## config.mk

```make
export PLATFORM = sky130hd
export DESIGN_NAME = icpc_ram
export DESIGN_NICKNAME = d
export VERILOG_FILES = /design/src/hw/rtl/icpc_ram.sv
export SDC_FILE = /design/constraint.sdc
export NUM_CORES = 2
export LEC_CHECK = 0
export BUFFER_PORTS_ARGS = -buffer_cell sky130_fd_sc_hd__buf_2
export CAP_MARGIN = 20
export CELL_PAD_IN_SITES_DETAIL_PLACEMENT = 0
export CELL_PAD_IN_SITES_GLOBAL_PLACEMENT = 1
export CORE_UTILIZATION = 55
export CTS_CLUSTER_DIAMETER = 200
export DETAILED_ROUTE_END_ITERATION = 10
export GPL_ROUTABILITY_DRIVEN = 0
export MAX_ROUTING_LAYER = met4
export PLACE_DENSITY = 0.76
export SYNTH_ARGS = -nofsm -noshare
export SYNTH_HDL_FRONTEND = slang
export SYNTH_SLANG_ARGS = --single-unit
```

## constraint.sdc

```tcl
create_clock -name clk_i -period 11.45 [get_ports clk_i]
set_input_delay 0.5725 -clock clk_i [delete_from_list [all_inputs] [get_ports clk_i]]
set_output_delay 0.5725 -clock clk_i [all_outputs]
set_load 0.02 [all_outputs]
```

## src/hw/rtl/icpc_ram.sv

```systemverilog
module icpc_ram #(
  parameter int unsigned Width = 64,
  parameter int unsigned Depth = 64
) (
  input  logic                     clk_i,
  input  logic                     rd_en_i,
  input  logic [$clog2(Depth)-1:0] rd_addr_i,
  output logic [Width-1:0]         rd_data_o,
  input  logic                     wr_en_i,
  input  logic [$clog2(Depth)-1:0] wr_addr_i,
  input  logic [Width-1:0]         wr_data_i
);

  logic [Width-1:0] mem [Depth];
  logic [Width-1:0] rd_data_q;

  always_ff @(posedge clk_i) begin
    if (wr_en_i) begin
      mem[wr_addr_i] <= wr_data_i;
    end
    if (rd_en_i) begin
      rd_data_q <= mem[rd_addr_i];
    end
  end

  assign rd_data_o = rd_data_q;

endmodule

```

==> Word level (Yosys, flattened, before mapping) <==
Memory sizes are Yosys's and may differ from the RTL's. A register that Yosys moved wholly into a read port is not among the register bits.
Cells that the tools add are included.
{ "op_classes": {"mux": 2} }
{ "ops": {"columns": ["op", "n"], "rows": [
  ["$mux W1", 2]
]} }
{ "word_totals": {"register_bits": 0, "ram_bits": 4096, "in_bits": 79, "output_inout_bits": 64, "wordCells": 3, "memories": 1} }
{ "memory_table": {"columns": ["memory", "words", "word_bits", "read_ports", "rd_ports_with_merged_regs", "wr", "line", "source"], "rows": [
  ["mem", 64, 64, 1, 1, 1, "14", "logic [Width-1:0] mem [Depth];"]
]} }

==> Longest topological paths before layout <==
{ "depth": {"ltp_word": 2, "ltp_mapped": 9, "ltp_nobuf": 5} }

==> Worst setup path before layout <==
Ideal clock, no wire load.
{ "synth_timing": {"kind": "input port to flip-flop", "from": "in wr_addr_i[3]", "to": "mem mem[48][0] (enable)", "setup_time_ns": 0.564, "t_arrival_ns": 5.444, "required_time_ns": 10.886, "setup_slack_ns": 5.442, "cell_stages": 4, "n_path_buf": 1, "path_cell_list": "clkbuf_1 > nor2b_1 > nand4b_1 > nor3_1"} }
{ "synth_lines": {"columns": ["element", "line", "source"], "rows": [
  ["start, declared", "10", "input logic [$clog2(Depth)-1:0] wr_addr_i,"],
  ["end, declared", "14", null]
]} }
Straight into the memory's write port.

==> summary.txt <==
Clock network
  • Worst skew pair latency: approximately 0.96 ns
  • Post-CTS setup buffer count: 0
  • Resize count post-CTS: 0
  • Num CTS Buffers: approximately 400
  • CTS Buffer Depth: 4
  • CTS Sinks: 4160
  • CTS tree: yes
  • Clock transition at the registers of the reported paths: 0.06 ns
  • H-tree depth: 5
  • Post-CTS Hold Buffers: 0
  • Root buf cell: clkbuf_16

Timing
  • Min cycle time layout: ~4.1 ns
  • # setup viols final: 0
  • Slew @ Worst Pin: 1.21 ns
  • Setup TNS: 0 ns
  • Fmax: 244 MHz
  • Max-slew headroom: 19.7%
  • Max Slew Vio Count: 0
  • Post-route clock period utilization: between 30% and 40%
  • Final worst slack: 7.35 ns
  • RSZ-0062 raised after global routing: false
  • Max Clock Skew: 0.0595 ns
  • Fin. Hold Viols: 0

Yosys
  • Mean Syn Cell Area: 23.8 µm²
  • Synth warnings: 0
  • Register area share after synthesis: 79.6%
  • Cell variety after synth: 32
  • EDFF count, synth: ~4200
  • Async SR Flop Fraction: 0%
  • Syn nets: around 6700
  • Post-synthesis cell count: between 6000 and 7000
  • Mapped Area: about 160000 µm²
  • Synthesized flop and latch total: 4160
  • Ys flop type: edfxtp_1

Power and ir drop
  • Comb power frac: under 10%
  • Clk pwr share: 41.7%
  • Share of power burned in registers: between 50 and 60%
  • Peak VDD IR: approximately 0.17 mV
  • Internal power: 24900 µW
  • Pwr dens: 179 nW/µm²
  • P_sw: about 6700 µW
  • Sw Share: 21.2%
  • LEAKAGE: 0.0549 µW

Final layout
  • Most common cell after layout, fill and taps aside: edfxtp_1
  • Post-route cell area: 176000 µm²
  • Finished Layout Cells: 11100
  • P&R area growth vs syn: 12.3%
  • Final core occ: approximately 62%
  • Most frequent cells in the layout: edfxtp_1 (4160), mux4_2 (1024), clkbuf_16 (411)
  • # nets final: 7077
  • Layout cells sized above 1: roughly 28%

Setup path
  • Worst-path maximum fanout: 67
  • WP depth: 10
  • Crit path max-delay cell type: buf_4
  • Reg2Reg Capture Point: rd_data_o[14]
  • Worst R2R Setup Slack: 8.87 ns
  • Critical path class: in2reg
  • CP max stage delay: ~0.68 ns
  • Crit. End Element: register
  • Crit path from: rd_addr_i[2]
  • R2R cell count: 5
  • Required time worst endpoint: ~12 ns
  • Critical path destination: rd_data_o[19]
  • Startpoint Class: input pin
  • Worst-path cell chain: buf_8 > buf_4 > buf_4 > buf_4 > buf_4 > mux4_2 > mux2i_1 > o22ai_1 > a41oi_1 > a211oi_1
  • Crit-path most repeated cell: buf_4
  • Buf+Inv Stages, Crit Path: 5
  • Arr. time, crit path: about 4.8 ns
  • Critical path's top delay family: buffers and inverters
  • RR Startpoint: mem[13][14]

Place
  • PortBufs: ~140
  • Post-DP HPWL: about 210000 µm
  • Placed Cells: about 10000
  • Placed Area: about 160000 µm²
  • Pre-CTS setup slack: 6.40 ns

Detailed routing
  • Wire per inst: approximately 38 µm
  • Vias: between 70000 and 80000
  • Final WL: ~430000 µm
  • DR iter-0 viols: approximately 11000
  • Post-route ant nets: 0
  • Router iterations before antenna repair: 6
  • Vias/cell: 6.88
  • # DRC: 0

Die
  • IO Pins: about 140
  • Core Area: roughly 280000 µm²
  • Die Ht: roughly 540 µm
  • Num rows: 195
  • Starting Density: between 50% and 60%
  • Die Area: around 290000 µm²
  • Chip width: ~540 µm

GRT
  • Initial antenna violation count: 28
  • Largest net degree at the start of global routing: about 120
  • Global Route Usage Sum: slightly above 30%
  • Vias in the first global route: approximately 76000
  • First-pass GRT wire length: ~590000 µm
  • Grt total ovfl: 0

Hold path
  • Worst Hold Depth: 1
  • HP Class: in2reg

Job
  • Max_cap viols: 0

Run status
  • Status: completed
==> power by group through the flow <==
stage	clock network [µW]	registers, µW	logic [µW]
floorplan	0	17300	786
global placement	0	17300	1380
detailed placement	0	17300	1410
CTS	13300	17000	1420
global route	13800	17000	1500
finish	13100	17000	1430
==> cells by family (layout without fill, tap and decap cells) <==
family	count (synthesis)	count (layout)	share of synthesized area [%]
buffers and inverters	389	1126	1.18
muxes	1159	1159	15.6
and+or+nand+nor	386	386	1.23
AOI/OAI and AO/OA	504	504	2.47
other	0	17	0
DFF	4160	4160	79.6
==> layout make-up <==
| class | count | area, µm² |
|---|---|---|
| clock buffer | 490 | 10600 |
| timing repair buffer | 360 | 2790 |
| antenna | 17 | 42.5 |
| inverter | 19 | 71.3 |
| tap | 3743 | 4680 |
| multi-input combinational | 2049 | 30800 |
| fill | 18600 | 107000 |
| clock inverter | 257 | 2460 |
| sequential | 4160 | 125000 |
==> metrics by stage <==
stage | hold WS [ns] | total power, µW
floorplan | 0.671 | 18100
global placement | 0.891 | 18700
detailed placement | 0.898 | 18700
CTS | 0.274 | 31600
global route | 0.0165 | 32300
finish | 0.0305 | 31500
==> state kept, by name, indices dropped and copies added, names as in the netlist <==
name and flops:
mem 4096, rd_data_o 64
==> worst min-delay path by stage <==
stage	start	endpoint	slack, ns
3_3_place_gp	mem[55][16]	rd_data_o[16]	0.89
2_1_floorplan	wr_data_i[0]	mem[0][0]	0.67
6_report	wr_data_i[48]	mem[61][48]	0.03
5_1_grt	wr_data_i[48]	mem[63][48]	0.02
4_1_cts	wr_data_i[1]	mem[3][1]	0.27
3_5_place_dp	mem[54][16]	rd_data_o[16]	0.90
==> worst reg2reg max path, delay by kind of cell (launching register included) <==
family	cells	cell delay, ns
flops	1	0.39
compound gates	2	1.02
mux	1	0.48
simple gates	2	0.42
==> metal layers <==
layer	share of wire (%)	GRT usage [%]	vias to the layer above
li1	-	-	29400
met1	37	41.8	41200
met2	49	47.9	4817
met3	11	4.99	869
met4	3.9	10.7	0
met5	0	-	-
==> synth_stat cells, types with 18 or more instances <==
cell type	number	area share, %
or2_2	28	0.11
a2bb2oi_1	19	0.11
o22ai_1	83	0.33
or3_1	29	0.12
o221ai_1	38	0.21
a41oi_1	26	0.15
a22o_1	88	0.49
nor2_1	112	0.27
clkbuf_1	140	0.33
nand3_1	45	0.14
buf_2	170	0.54
a211oi_1	63	0.30
nand2_1	58	0.14
edfxtp_1	4160	80
inv_1	19	0.045
a31oi_1	18	0.072
mux4_2	1024	15
buf_1	20	0.048
buf_4	34	0.16
mux2i_1	135	0.86
and3_1	64	0.26
a22oi_1	168	0.80
nor2b_1	28	0.11
Note: power is estimated with default switching activity, not from simulation.
