[config.mk]
export PLATFORM = sky130hd
export DESIGN_NAME = icpc_core
export DESIGN_NICKNAME = d
export VERILOG_FILES = /design/src/hw/rtl/icpc_pkg.sv /design/src/hw/rtl/icpc_core.sv
export SDC_FILE = /design/constraint.sdc
export NUM_CORES = 1
export LEC_CHECK = 0
export ABC_AREA = 1
export BUFFER_PORTS_ARGS = -buffer_cell sky130_fd_sc_hd__buf_2
export CAP_MARGIN = 20
export CORE_ASPECT_RATIO = 0.8
export CORE_MARGIN = 1.5
export CORE_UTILIZATION = 57
export DETAILED_ROUTE_END_ITERATION = 16
export PLACE_DENSITY = 0.78
export SLEW_MARGIN = 20
export SYNTH_ARGS = -nofsm -noshare
export SYNTH_HDL_FRONTEND = slang
export SYNTH_SLANG_ARGS = --single-unit
[constraint.sdc]
create_clock -name clk_i -period 13.55 [get_ports clk_i]
set_input_delay 2.71 -clock clk_i [delete_from_list [all_inputs] [get_ports clk_i]]
set_output_delay 2.71 -clock clk_i [all_outputs]
set_load 0.1 [all_outputs]
[src/hw/rtl/icpc_pkg.sv]
package icpc_pkg;

  localparam int unsigned MaxNodes = 64;
  localparam int unsigned NodeW    = 6;
  localparam int unsigned NcW      = 7;
  localparam int unsigned PairW    = 11;

  typedef struct packed {
    logic [NodeW-1:0] node_a;
    logic [NodeW-1:0] node_b;
  } item_in_t;

  typedef struct packed {
    logic [PairW-1:0] disconnected_pairs;
    logic             bad_node;
  } item_out_t;

  typedef struct packed {
    logic             restart;
    logic [NcW-1:0]   node_count;
    logic [PairW-1:0] pair_init;
  } cfg_t;

  typedef enum logic [2:0] {
    StIdle,
    StRdB,
    StChk,
    StSweep,
    StMul,
    StUpd,
    StOut
  } state_e;

  function automatic logic [PairW-1:0] pair_total(input logic [NcW-1:0] nc);
    logic [2*NcW-1:0] prod;
    prod = nc * (nc - NcW'(1));
    return prod[PairW:1];
  endfunction

endpackage

[src/hw/rtl/icpc_core.sv]
module icpc_core #(
  parameter int unsigned NODES = icpc_pkg::MaxNodes
) (
  input  logic                     clk_i,
  input  logic                     rst_ni,
  input  icpc_pkg::cfg_t           cfg_i,
  input  logic                     in_valid_i,
  input  icpc_pkg::item_in_t       in_data_i,
  output logic                     in_stall_o,
  output logic                     res_valid_o,
  output icpc_pkg::item_out_t      res_o,
  input  logic                     res_free_i,
  output logic                     rd_en_o,
  output logic [$clog2(NODES)-1:0] rd_addr_o,
  input  logic [NODES-1:0]         rd_data_i,
  output logic                     wr_en_o,
  output logic [$clog2(NODES)-1:0] wr_addr_o,
  output logic [NODES-1:0]         wr_data_o
);
  import icpc_pkg::*;

  localparam int unsigned AW = $clog2(NODES);
  localparam logic [PairW-1:0] PairReset = PairW'(NODES * (NODES - 1) / 2);

  state_e state_q, state_d;

  logic [NodeW-1:0]   a_q, b_q;
  logic               bad_q;
  logic [NODES-1:0]   ra_q, rb_q;
  logic [NODES-1:0]   valid_q;
  logic [NcW-1:0]     i_q, cnt_a_q, cnt_b_q;
  logic [2*NcW-1:0]   drop_q;
  logic [PairW-1:0]   pair_q;

  logic [AW-1:0]      a_idx, b_idx, i_idx, row_idx;
  logic [NODES-1:0]   union_row, row_w;
  logic               accept, last_i;

  assign a_idx     = a_q[AW-1:0];
  assign b_idx     = b_q[AW-1:0];
  assign i_idx     = i_q[AW-1:0];
  assign union_row = ra_q | rb_q;
  assign accept    = (state_q == StIdle) && in_valid_i;
  assign last_i    = (i_q == cfg_i.node_count - NcW'(1));

  // rows never written since restart read as identity
  assign row_idx = (state_q == StRdB) ? a_idx : b_idx;
  assign row_w   = valid_q[row_idx] ? rd_data_i : (NODES'(1) << row_idx);

  always_comb begin
    state_d = state_q;
    unique case (state_q)
      StIdle:  if (in_valid_i) state_d = StRdB;
      StRdB:   state_d = StChk;
      StChk: begin
        if (bad_q || (a_q == b_q) || ra_q[b_idx]) begin
          state_d = StOut;
        end else begin
          state_d = StSweep;
        end
      end
      StSweep: if (last_i) state_d = StMul;
      StMul:   state_d = StUpd;
      StUpd:   state_d = StOut;
      StOut:   if (res_free_i) state_d = StIdle;
      default: state_d = StIdle;
    endcase
  end

  always_comb begin
    in_stall_o  = (state_q != StIdle);
    rd_en_o     = accept || (state_q == StRdB);
    rd_addr_o   = (state_q == StIdle) ? in_data_i.node_a[AW-1:0] : b_idx;
    wr_en_o     = (state_q == StSweep) && union_row[i_idx];
    wr_addr_o   = i_idx;
    wr_data_o   = union_row;
    res_valid_o = (state_q == StOut);
    res_o.disconnected_pairs = pair_q;
    res_o.bad_node           = bad_q;
  end

  always_ff @(posedge clk_i or negedge rst_ni) begin
    if (!rst_ni) begin
      state_q <= StIdle;
      valid_q <= '0;
      pair_q  <= PairReset;
      i_q     <= '0;
      cnt_a_q <= '0;
      cnt_b_q <= '0;
    end else begin
      state_q <= state_d;
      if (cfg_i.restart) begin
        valid_q <= '0;
        pair_q  <= cfg_i.pair_init;
      end else begin
        if (wr_en_o) begin
          valid_q[i_idx] <= 1'b1;
        end
        if (state_q == StUpd) begin
          if (drop_q > (2*NcW)'(pair_q)) begin
            pair_q <= '0;
          end else begin
            pair_q <= pair_q - drop_q[PairW-1:0];
          end
        end
      end
      if (state_q == StChk) begin
        i_q     <= '0;
        cnt_a_q <= '0;
        cnt_b_q <= '0;
      end else if (state_q == StSweep) begin
        i_q     <= i_q + NcW'(1);
        cnt_a_q <= cnt_a_q + NcW'(ra_q[i_idx]);
        cnt_b_q <= cnt_b_q + NcW'(rb_q[i_idx]);
      end
    end
  end

  always_ff @(posedge clk_i) begin
    if (accept) begin
      a_q   <= in_data_i.node_a;
      b_q   <= in_data_i.node_b;
      bad_q <= (NcW'(in_data_i.node_a) >= cfg_i.node_count) ||
               (NcW'(in_data_i.node_b) >= cfg_i.node_count);
    end
    if (state_q == StRdB) begin
      ra_q <= row_w;
    end
    if (state_q == StChk) begin
      rb_q <= row_w;
    end
    if (state_q == StMul) begin
      drop_q <= cnt_a_q * cnt_b_q;
    end
  end

endmodule

# After elaboration in Yosys (flattened, before gate mapping)
# Index checks and enable logic that the tools add are counted.
dict set report totals {
  reg_bits 254
  latch_bits 0
  mem_bits_rw 0
  romBits 0
  out_inout_bits 92
  mem_count 0
}
dict set report classes {
  add_sub_neg 5
  mul 1
  div_mod_pow 0
  magnitude_cmp 7
  eq_ne 11
  n_shift 1
  muxes 31
  bitwise 2
  reduce_logical 13
}
# operator n
set op_table {}
lappend op_table {{64-bit 2-to-1 mux} 3}
lappend op_table {{64-bit bitwise OR} 2}
lappend op_table {{1-bit by 6-bit left shift with 64-bit output (first input constant)} 1}
lappend op_table {{7-bit 2-to-1 mux} 6}
lappend op_table {{11-bit 2-to-1 mux} 3}
lappend op_table {{1-bit binary-select mux with 6-bit select} 5}
lappend op_table {{6-bit by 7-bit < comparator with 1-bit output (second input constant)} 3}
lappend op_table {{3-bit case mux with 7 select lines} 1}
lappend op_table {{7-bit by 1-bit adder with 7-bit output} 2}
lappend op_table {{6-bit by 7-bit greater-or-equal comparator with 1-bit output} 2}
lappend op_table {{14-bit by 11-bit greater-than comparator with 1-bit output} 1}
lappend op_table {{7-bit by 7-bit multiplier with 14-bit output} 1}
lappend op_table {{3-bit 2-to-1 mux} 4}
lappend op_table {{6-bit 2-to-1 mux} 2}
lappend op_table {{11-bit subtractor} 1}
lappend op_table {{3-bit == test (second input constant)} 3}
lappend op_table {{7-bit by 1-bit adder with 7-bit output (second input constant)} 1}
lappend op_table {{7-bit == test} 1}
lappend op_table {{7-bit by 1-bit subtractor with 7-bit output (second input constant)} 1}
lappend op_table {{1-bit demux with 6-bit select} 1}
lappend op_table {{3-bit by 2-bit == test with 1-bit output (second input constant)} 2}
lappend op_table {{6-bit == test} 1}
lappend op_table {{6-bit by 1-bit greater-or-equal comparator with 1-bit output (second input constant)} 1}
lappend op_table {{1-bit 2-to-1 mux} 6}
lappend op_table {{9 further kinds} 17}

# Longest topological paths before layout
dict set report logic_depth {
  depth_word 7
  depth_mapped 22
  depth_no_buf 20
}

# Worst setup path before layout
# Ideal clock, no wire load.
dict set report synth_timing {
  path_kind {input port to output port}
  from {input port in_valid_i}
  to {output port rd_en_o}
  arrival_time_ns 4.867
  required_time_ns 10.840
  path_slack_ns 5.973
  stages 2
  path_buffers 0
  path_cell_list {inv_1 o21ai_0}
}
dict set report synth_via {
  elab_chain_len 2
}
# element line
set synth_rtl {}
lappend synth_rtl {{start: declaration} icpc_core.sv:7} ;# input logic in_valid_i,
lappend synth_rtl {{1-bit logical AND} icpc_core.sv:43} ;# assign accept = (state_q == StIdle) && in_valid_i;
lappend synth_rtl {{1-bit logical OR} icpc_core.sv:72} ;# rd_en_o = accept || (state_q == StRdB);
lappend synth_rtl {{end: declaration} icpc_core.sv:13} ;# output logic rd_en_o,
# Every way passes these cells.

# Final worst setup path
dict set report layout_timing {
  from {register i_q[1]}
  to {output port wr_en_o}
}
dict set report layout_via {
  elab_chain_len 3
}
# element line
set layout_rtl {}
lappend layout_rtl {{start: declaration} icpc_core.sv:31} ;# logic [NcW-1:0] i_q, cnt_a_q, cnt_b_q;
lappend layout_rtl {{start signal: assignment} icpc_core.sv:112} ;# i_q <= i_q + NcW'(1);
lappend layout_rtl {{1-bit binary-select mux with 6-bit select} icpc_core.sv:74} ;# wr_en_o = (state_q == StSweep) && union_row[i_idx];
lappend layout_rtl {{1-bit 2-to-1 mux (not written as such)} icpc_core.sv:74}
lappend layout_rtl {{1-bit logical AND} icpc_core.sv:74}
lappend layout_rtl {{end: declaration} icpc_core.sv:16} ;# output logic wr_en_o,
# Every way passes these cells. The select of a mux whose other input is x is not followed.

==> flow_summary.ini <==
[route]
vias = 16954
routed_wl_mm = 57.4
wl_per_cell_um = 20.7
drc = 0
initialDrtViolationCount = 2661
vias_per_cell = 6.11
dr.pass1.iters = 6
ant_nets = 0

[clocking]
root_buffer = clkbuf_16
postCtsHoldBufs = 0
numCtsBuffers = 27
cts_htree_levels = 1
ctsLongestPathBuffers = 3
cts_resized = 0
path_clk_slew_ns = 0.06
cts_num_sinks = 254
cts_setup_buffers = 0
worst_skew_pair.late_latency_ns = 0.55
cts_tree = yes

[power_and_ir_drop]
p_seq_frac = 0.291
power.total_w = 0.00425
power_density_nw_per_um2 = 222
internal_power_w = 0.00200
clock_power_share = 0.197
p_leak_nw = 9.40
swShare = 0.529
switchingPower_w = 0.00225
ir_drop_v = 0.000201
p_comb_frac = 0.512

[grt]
grt_pass1_vias = 15710
grt_usage = 0.365
antenna_found_initial = 2
grt_overflow_total = 0
grt_pass1_wl_mm = 87.6
grt_max_degree = 78

[critical_path]
worstSetupStartpointType = flop
critPathKind = reg -> out
ff2ff_path_depth = 19
endpoint_kind = output port
slowest_stage = nand2_1
reg2reg_from = cnt_a_q[3]
crit_chain = inv_1 > nor2_1 > nand2_1 > o22ai_1 > nor2_1 > nand2_1 > nand2_1 > nand2_1 > nor2_1 > nand3b_1 > buf_4 > inv_1 > buf_2
crit_arrival_ns = 3.77
crit_fanout = 55
crit_required_ns = 10.84
r2r_end = drop_q[13]
crit_top_cell = nand2_1
ff2ff_setup_slack_ns = 8.78
cp_slowest_stage_delay_ns = 0.59

[sta]
skew_ns = 0.0129
grt_setup_unrepaired = false
period_share = 0.478
worst_slew_pin_slew_ns = 1.10
slew_headroom = 0.264
clock.fmax_mhz = 154
worst_slack_ns = 7.07
finalCriticalPeriod_ns = 6.48
holdWs_ns = 0.539
drv_slew = 0
setup_viol = 0
hold_viol = 0
finalSetupTns_ns = 0

[logic_synthesis]
synth_edf_count = 155
synth_commonest_cells = 644 x nand2_1, 232 x inv_1, 229 x nand3_1
synth_ff_type = edfxtp_1
synth_top_area_share = 0.270
ys.warnings.count = 0
yosys_register_bits = 254
syn_nets = 2439
yosysTopAreaCell = edfxtp_1
synthArstFlopShare = 0.390
syn_area_um2 = 17200
synth_area_leaders = edfxtp_1 27%, nand2_1 14%, dfrtp_1 14%
avgSynthCellArea_um2 = 7.67
yosysMostFrequentCell = nand2_1
ys_seq_area_frac = 0.415
synthCells = 2244
synth.distinct_cells = 49

[min_path]
hp-start = valid_q[47]
hp-class = reg -> reg
hold_depth = 2
hold_end = valid_q[47]

[floorplan]
die_y_um = 158
die_w_um = 197
die_area_um2 = 31300
design.portCount = 191
initial_core_util = 0.584
rows = 56
core_um2 = 29500

[finish]
synthToLayoutAreaGrowth_pct = 11.4
drive_gt1_frac = 0.137
diodes = 0
finalNetCount = 2545
postLayoutCellArea_um2 = 19200

[placed_design]
place_congestion = 0.974
dp_hpwl_mm = 38.9
dpl-instance-area_um2 = 18200
place_ws_ns = 7.40
portBuffers = 190

[flow_run]
max_cap_viol_count = 0

[status]
status = finished, final reports clean
-- how the worst max path moves through the flow --
stage          depth (start not counted)  slack, ns            to          from
2_1_floorplan                          2       5.97       rd_en_o    in_valid_i
3_3_place_gp                           4       7.41  rd_addr_o[2]  in_data_i[8]
3_5_place_dp                           4       7.40  rd_addr_o[3]  in_data_i[9]
4_1_cts                               11       7.19       wr_en_o        i_q[1]
5_1_grt                               12       6.97       wr_en_o        i_q[1]
6_report                              13       7.07       wr_en_o        i_q[1]
-- flip-flops by register name, indices dropped and copies added, names as in the netlist --
register / cells
pair_q: 11
i_q: 7
bad_q: 1
rb_q: 64
drop_q: 14
a_idx: 6
valid_q: 64
state_q: 3
ra_q: 64
cnt_a_q: 7
b_idx: 6
cnt_b_q: 7
-- cells by family (layout without fill, tap and decap cells) --
group	count (synthesis)	in the layout	synth area share
flops	254	254	0.415
buf+inv	382	508	0.0955
simple gates	1169	1169	0.286
xor+xnor	29	29	0.0148
fa+ha+maj	96	96	0.0807
compound gates	314	314	0.108
-- through the flow --
stage	cells	utilization
2_1_floorplan	2244	-
3_3_place_gp	2727	0.616
3_5_place_dp	2727	0.616
4_1_cts	2776	0.650
5_1_grt	2776	0.650
6_report	2776	0.650
-- cell type report --
type / instances / area [um2]
Fill cell: 2531 / 10300
Multi-Input combinational cell: 1608 / 8470
Sequential cell: 254 / 7140
Timing Repair Buffer: 218 / 1160
Inverter: 241 / 905
Clock buffer: 36 / 802
Tap cell: 406 / 508
Clock inverter: 13 / 198
-- power groups by stage --
stage	clock network [W]	registers, W	logic [W]
after CTS	0.000838	0.00123	0.00212
after floorplan	0	0.00123	0.00161
after detailed placement	0	0.00124	0.00211
final	0.000839	0.00124	0.00218
after global routing	0.000868	0.00125	0.00227
after global placement	0	0.00123	0.00209
-- layout by cell type (no fill, tap or decap), drive strengths merged, types with 4 or more instances in the layout --
master   count
ha          71
buf        218
dfrtp       93
a22oi        4
o21ai       86
clkinv       9
o41ai        4
clkbuf      36
o21a         6
fa          25
xnor2       13
a21oi      112
edfxtp     155
o22ai       56
bufinv       5
xor2        16
a22o         4
o2111ai      6
or2         32
dfstp        6
nand4       37
nand2      650
o221ai       9
nor3        16
a211oi       4
a221oi       8
nor2       198
inv        239
nand3      230
-- worst max-delay path: cells and delay by family, from the launching register on --
family	cells	cell delay (ns)
AOI/OAI and AO/OA	1	0.46
DFF	1	0.49
buffers and inverters	4	1.02
and+or+nand+nor	8	1.21
-- per-layer routing --
layer	wire, um	GRT usage	vias to the layer above
li1	-	-	7626
met1	22900	0.519	7846
met2	24300	0.546	1282
met3	8110	0.0877	196
met4	2050	0.126	4
met5	27	0	-
Note: power is estimated with default switching activity, not from simulation.
